## src/design/salb_ram.sv

```systemverilog
// Generic single-write, single-read synchronous RAM with registered read data.
// No dependencies.
`timescale 1ns / 1ps
`default_nettype none

module salb_ram #(
    parameter int WIDTH = 8,
    parameter int DEPTH = 256
) (
    input  wire logic                     i_clk,
    input  wire logic                     i_we,
    input  wire logic [$clog2(DEPTH)-1:0] i_waddr,
    input  wire logic [WIDTH-1:0]         i_wdata,
    input  wire logic [$clog2(DEPTH)-1:0] i_raddr,
    output logic      [WIDTH-1:0]         o_rdata
);

    logic [WIDTH-1:0] r_mem [DEPTH];

    always_ff @(posedge i_clk) begin
        if (i_we) begin
            r_mem[i_waddr] <= i_wdata;
        end
        o_rdata <= r_mem[i_raddr];
    end

endmodule

`default_nettype wire

```

## config.mk

```make
export PLATFORM = sky130hd
export DESIGN_NAME = salb_ram
export DESIGN_NICKNAME = d
export VERILOG_FILES = /design/src/design/salb_ram.sv
export SDC_FILE = /design/constraint.sdc
export NUM_CORES = 2
export LEC_CHECK = 0
export ABC_AREA = 0
export BUFFER_PORTS_ARGS = -buffer_cell sky130_fd_sc_hd__buf_2
export CELL_PAD_IN_SITES_DETAIL_PLACEMENT = 2
export CELL_PAD_IN_SITES_GLOBAL_PLACEMENT = 2
export CORE_ASPECT_RATIO = 1.2
export CORE_MARGIN = 1.5
export CORE_UTILIZATION = 35
export DETAILED_ROUTE_END_ITERATION = 6
export GPL_TIMING_DRIVEN = 0
export PLACE_DENSITY_LB_ADDON = 0.3
export SETUP_SLACK_MARGIN = 0.5
export SYNTH_ARGS = -nofsm -noshare
export SYNTH_HDL_FRONTEND = slang
export SYNTH_SLANG_ARGS = --single-unit
```

## constraint.sdc

```tcl
create_clock -name i_clk -period 2.55 [get_ports i_clk]
set_input_delay 0.1275 -clock i_clk [delete_from_list [all_inputs] [get_ports i_clk]]
set_output_delay 0.1275 -clock i_clk [all_outputs]
set_load 0.03 [all_outputs]
```

Yosys cells after proc, flatten, opt, wreduce, memory -nomap -nowiden:

Memory sizes are Yosys's and may differ from the RTL's. A register that Yosys moved wholly into a read port is not among the register bits.
Index checks and enable logic that the tools add are counted.

* bits in latches: 0
* input port bits: 26
* memory bits (read-only): 0
* bits in writable memories: 2048
* memories: 1
* flip-flop bits (word level): 0
* output and inout bits: 8

Memory list
* r_mem: words 256, bits a word 8, read ports 1, clocked after Yosys merged registers in 1, write ports 1, line 18 `logic [WIDTH-1:0] r_mem [DEPTH];`

* mux-type cells: 2
* shift-type cells: 0
* magnitude comparators: 0
* $mul: 0
* equal/unequal tests: 0
* bitwise logic cells: 0
* reductions and logical operators: 0
* $add $sub $neg: 0
* divide/modulo/power cells: 0

Operators by type and width (count)
* 1-bit 2-to-1 mux: 2

Depth between registers and ports, before layout:

* depth in word-level cells: 2
* mapped depth: 11
* mapped depth without buffers: 6

Worst setup path before layout:

OpenSTA, ideal clock, no wires.

* path type: input -> register
* start point: input port i_raddr[0]
* end point: register o_rdata[2], read port of r_mem
* stages: 9
* arrival: 1.934 ns
* slack: 0.485 ns
* path through: buf_6 > buf_12 > buf_8 > buf_2 > mux4_2 > a22oi_1 > a21oi_1 > nor4_1 > nor4_2

RTL lines
* from (decl): line 14 `input wire logic [$clog2(DEPTH)-1:0] i_raddr,`
* to (decl): line 15 `output logic [WIDTH-1:0] o_rdata`

==> load_flow_metrics.sql <==
INSERT INTO impl_metrics (metric_group, metric, value, unit) VALUES
('timing', 'drv_slew', '0', ''),
('logic_synthesis', 'yosys-top-cells-count', 'edfxtp_1 (2,048), mux4_2 (454), nor2_1 (282)', ''),
('detailed_routing', 'wl_met3', '19400', 'um'),
('timing', 'finalHoldViolCount', '0', ''),
('timing', 'clock_skew', '61.0', 'ps'),
('detailed_routing', 'drt_wl_cell', '40.4', 'um'),
('run_status', 'outcome', 'complete, but fails checks', ''),
('detailed_routing', 'routed-wl-met2', '145000', 'um'),
('place', 'placedCellCount', '6769', ''),
('detailed_routing', 'wl_met1', '108000', 'um'),
('cells_and_area', 'area_growth', '17.2', '%'),
('floorplan', 'initial_core_util', '35.2', '%'),
('logic_synthesis', 'syn_avg_cell_area', '21.3', 'um2'),
('detailed_routing', 'via_count', '42100', ''),
('global_routing', 'grt-ovfl-total', '0', ''),
('clock_tree', 'cts_tree', 'done', ''),
('logic_synthesis', 'synth_most_common_cell', 'edfxtp_1', ''),
('floorplan', 'fp.dieArea', '230000', 'um2'),
('setup_path', 'crit_path_max_fanout', '10', ''),
('power_and_ir_drop', 'power.density', '780', 'nW/um2'),
('cells_and_area', 'net_count_final', '4038', ''),
('detailed_routing', 'drc_errors', '2', ''),
('detailed_routing', 'top_layer_used', 'met5', ''),
('floorplan', 'die_width', '438', 'um'),
('clock_tree', 'cts.clk_slew.worst_paths', '60', 'ps'),
('logic_synthesis', 'synth_nets', '3759', ''),
('job', 'timing.max_cap.violations', '0', ''),
('logic_synthesis', 'synth_enable_flop_cells', '2048', ''),
('floorplan', 'die_h', '525', 'um'),
('setup_path', 'timing.critical_path.arrival', '3370', 'ps'),
('run_status', 'failed_checks', 'DRC, setup timing', ''),
('power_and_ir_drop', 'power.static_leakage', '28.2', 'nW'),
('floorplan', 'floorplan.rows', '191', ''),
('timing', 'layout_setup_ws', '-180', 'ps'),
('global_routing', 'grt_max_degree', '155', ''),
('timing', 'layout_min_cycle_time', '2730', 'ps'),
('clock_tree', 'cts_buffers', '212', ''),
('cells_and_area', 'finish.utilization', '41.3', '%'),
('clock_tree', 'cts.sinks', '2056', ''),
('logic_synthesis', 'yosys.cell_types.count', '55', ''),
('timing', 'worstMarginPinSlew', '1180', 'ps'),
('logic_synthesis', 'post_synth_inst_count', '3733', ''),
('place', 'dp.final_hpwl', '194000', 'um'),
('global_routing', 'grt_antenna_before_repair', '26', ''),
('clock_tree', 'clock_tree.root_cell', 'clkbuf_16', ''),
('logic_synthesis', 'ys_async_sr_fraction', '0', '%'),
('logic_synthesis', 'synth_seq_area_share', '77.5', '%'),
('clock_tree', 'cts_max_path_buffers', '4', ''),
('global_routing', 'grt.total_usage', '24.9', '%'),
('floorplan', 'top_level_ports', '34', ''),
('logic_synthesis', 'ys_warn_count', '0', ''),
('setup_path', 'path_cells', 'buf_6 -> buf_12 -> buf_6 -> buf_6 -> buf_6 -> mux2i_1 -> o221ai_2 -> a21oi_1 -> o22ai_1 -> nor4_1 -> nor4_4', ''),
('hold_path', 'hold_path.class', 'in -> reg', ''),
('setup_path', 'critical_path.startpoint_type', 'input pin', ''),
('floorplan', 'coreArea', '226000', 'um2'),
('timing', 'slew_hr', '21.2', '%'),
('logic_synthesis', 'area_share_of_the_leading_cell_type_in_the_synthesized_netlist', '77.3', '%'),
('timing', 'grt_setup_unrepaired', 'true', ''),
('setup_path', 'critical_setup_path_class', 'in -> reg', ''),
('setup_path', 'worst_path_most_repeated_cell', 'buf_6', ''),
('setup_path', 'cp_data_required_time', '3190', 'ps'),
('timing', 'final-setup-viol-count', '7', ''),
('place', 'portBuffers', '26', ''),
('logic_synthesis', 'synthDominantAreaCellType', 'edfxtp_1', ''),
('logic_synthesis', 'synth_top_cells_by_area', 'edfxtp_1 (77%), mux4_2 (13%), mux2i_1 (1.7%)', ''),
('detailed_routing', 'detail_route.vias_per_cell', '5.87', ''),
('clock_tree', 'cts.htree.levels', '4', ''),
('cells_and_area', 'finish.cell_count_without_fillers', '7173', ''),
('setup_path', 'r2r_slack', '-170', 'ps'),
('place', 'gp_routability_congestion', '0.894', ''),
('setup_path', 'worst_setup_path_end_kind', 'flop', '');
placed cells by master, fill, tap and decap left out, types with 11 or more instances in the layout:
cell,synthesis,routed
a211oi_1,16,11
a21oi_1,96,86
a22oi_1,133,124
buf_16,0,14
buf_2,31,45
buf_4,27,58
buf_6,21,29
buf_8,13,20
bufinv_16,0,16
clkbuf_1,111,61
clkbuf_16,0,215
clkbuf_2,0,38
clkbuf_4,0,41
clkinv_1,1,39
clkinv_2,0,44
clkinvlp_4,0,12
edfxtp_1,2048,2048
mux2i_1,134,134
mux4_2,454,454
nand2_1,33,29
nand3_1,34,26
nor2_1,282,78
nor2_2,0,52
nor2_4,0,152
nor2b_1,31,24
nor4_4,0,14
o221ai_1,46,38
o22ai_1,28,28
worst paths after layout:
| kind | cells past startpoint | start | to |
|---|---|---|---|
| setup / recovery | 11 | i_raddr[0] | o_rdata[6] |
| hold / removal | 3 | i_waddr[2] | r_mem[156][6] |
| setup reg to reg | 7 | r_mem[208][3] | o_rdata[3] |
| hold reg to reg | 7 | r_mem[33][5] | o_rdata[5] |
kinds of logic after synthesis:
kind of cell	count (synthesis)	synth area share, %
and+or+nand+nor	466	2.63
AOI/OAI and AO/OA	385	3.42
muxes	591	14.6
DFF	2056	77.5
buffers and inverters	235	1.83
worst max-delay path: cells and delay by family:
kind	cells	cell delay, ps
AO/OA/AOI/OAI	3	950
multiplexers	1	130
buffers and inverters	5	1220
AND/OR/NAND/NOR	2	870
registers in the layout, summed over array words and instances, names as in the netlist:
| signal | count |
|---|---|
| o_rdata | 8 |
| r_mem | 2048 |
final cells by class:
type                            instances  area, um2
Fill cell                           20700     133000
Inverter                                2       11.3
Tap cell                             2991       3740
Clock inverter                        116       1020
Multi-Input combinational cell       1442      18500
Clock buffer                          258       5580
Timing Repair Buffer                   65        801
Antenna cell                           10       25.0
Buffer                                233       1860
Sequential cell                      2056      61700
through the flow:
step | power [W] | hold slack (ps) | setup TNS, ps | instance area [um2] | setup WS (ps)
4_1_cts | 0.0728 | 102 | -496 | 92400 | -121
6_report | 0.0727 | 89.6 | -902 | 93200 | -180
3_3_place_gp | 0.0423 | 564 | -6294670 | 83400 | -3690
2_1_floorplan | 0.0399 | 226 | 0 | 79600 | 502
5_1_grt | 0.0741 | 63.0 | -479 | 93200 | -134
3_5_place_dp | 0.0424 | 497 | -1826310 | 84000 | -2750
per-layer routing:
layer  vias up  GRT usage, %
met5         -             0
met4         2          13.8
met3       549          4.19
met2      2034          41.7
met1     23200          30.5
li1      16300             -
repair_timing:
action | in CTS | in global routing
hold buffers | 8 | 0
cloned | 0 | 0
endpoints found under the setup margin | 2017 | 1461
hold endpoints to repair | 704 | 0
resized for setup | 461 | 231
pin swaps | 22 | 16
buffers inserted | 6 | 6
power by group:
group | total (W) | internal (W) | switching, W
clock network | 0.0307 | 0.0171 | 0.0136
logic | 0.00470 | 0.00137 | 0.00333
registers | 0.0373 | 0.0373 | 0.0000240
total | 0.0727 | 0.0558 | 0.0169
Power figures use the tool's default switching activity.
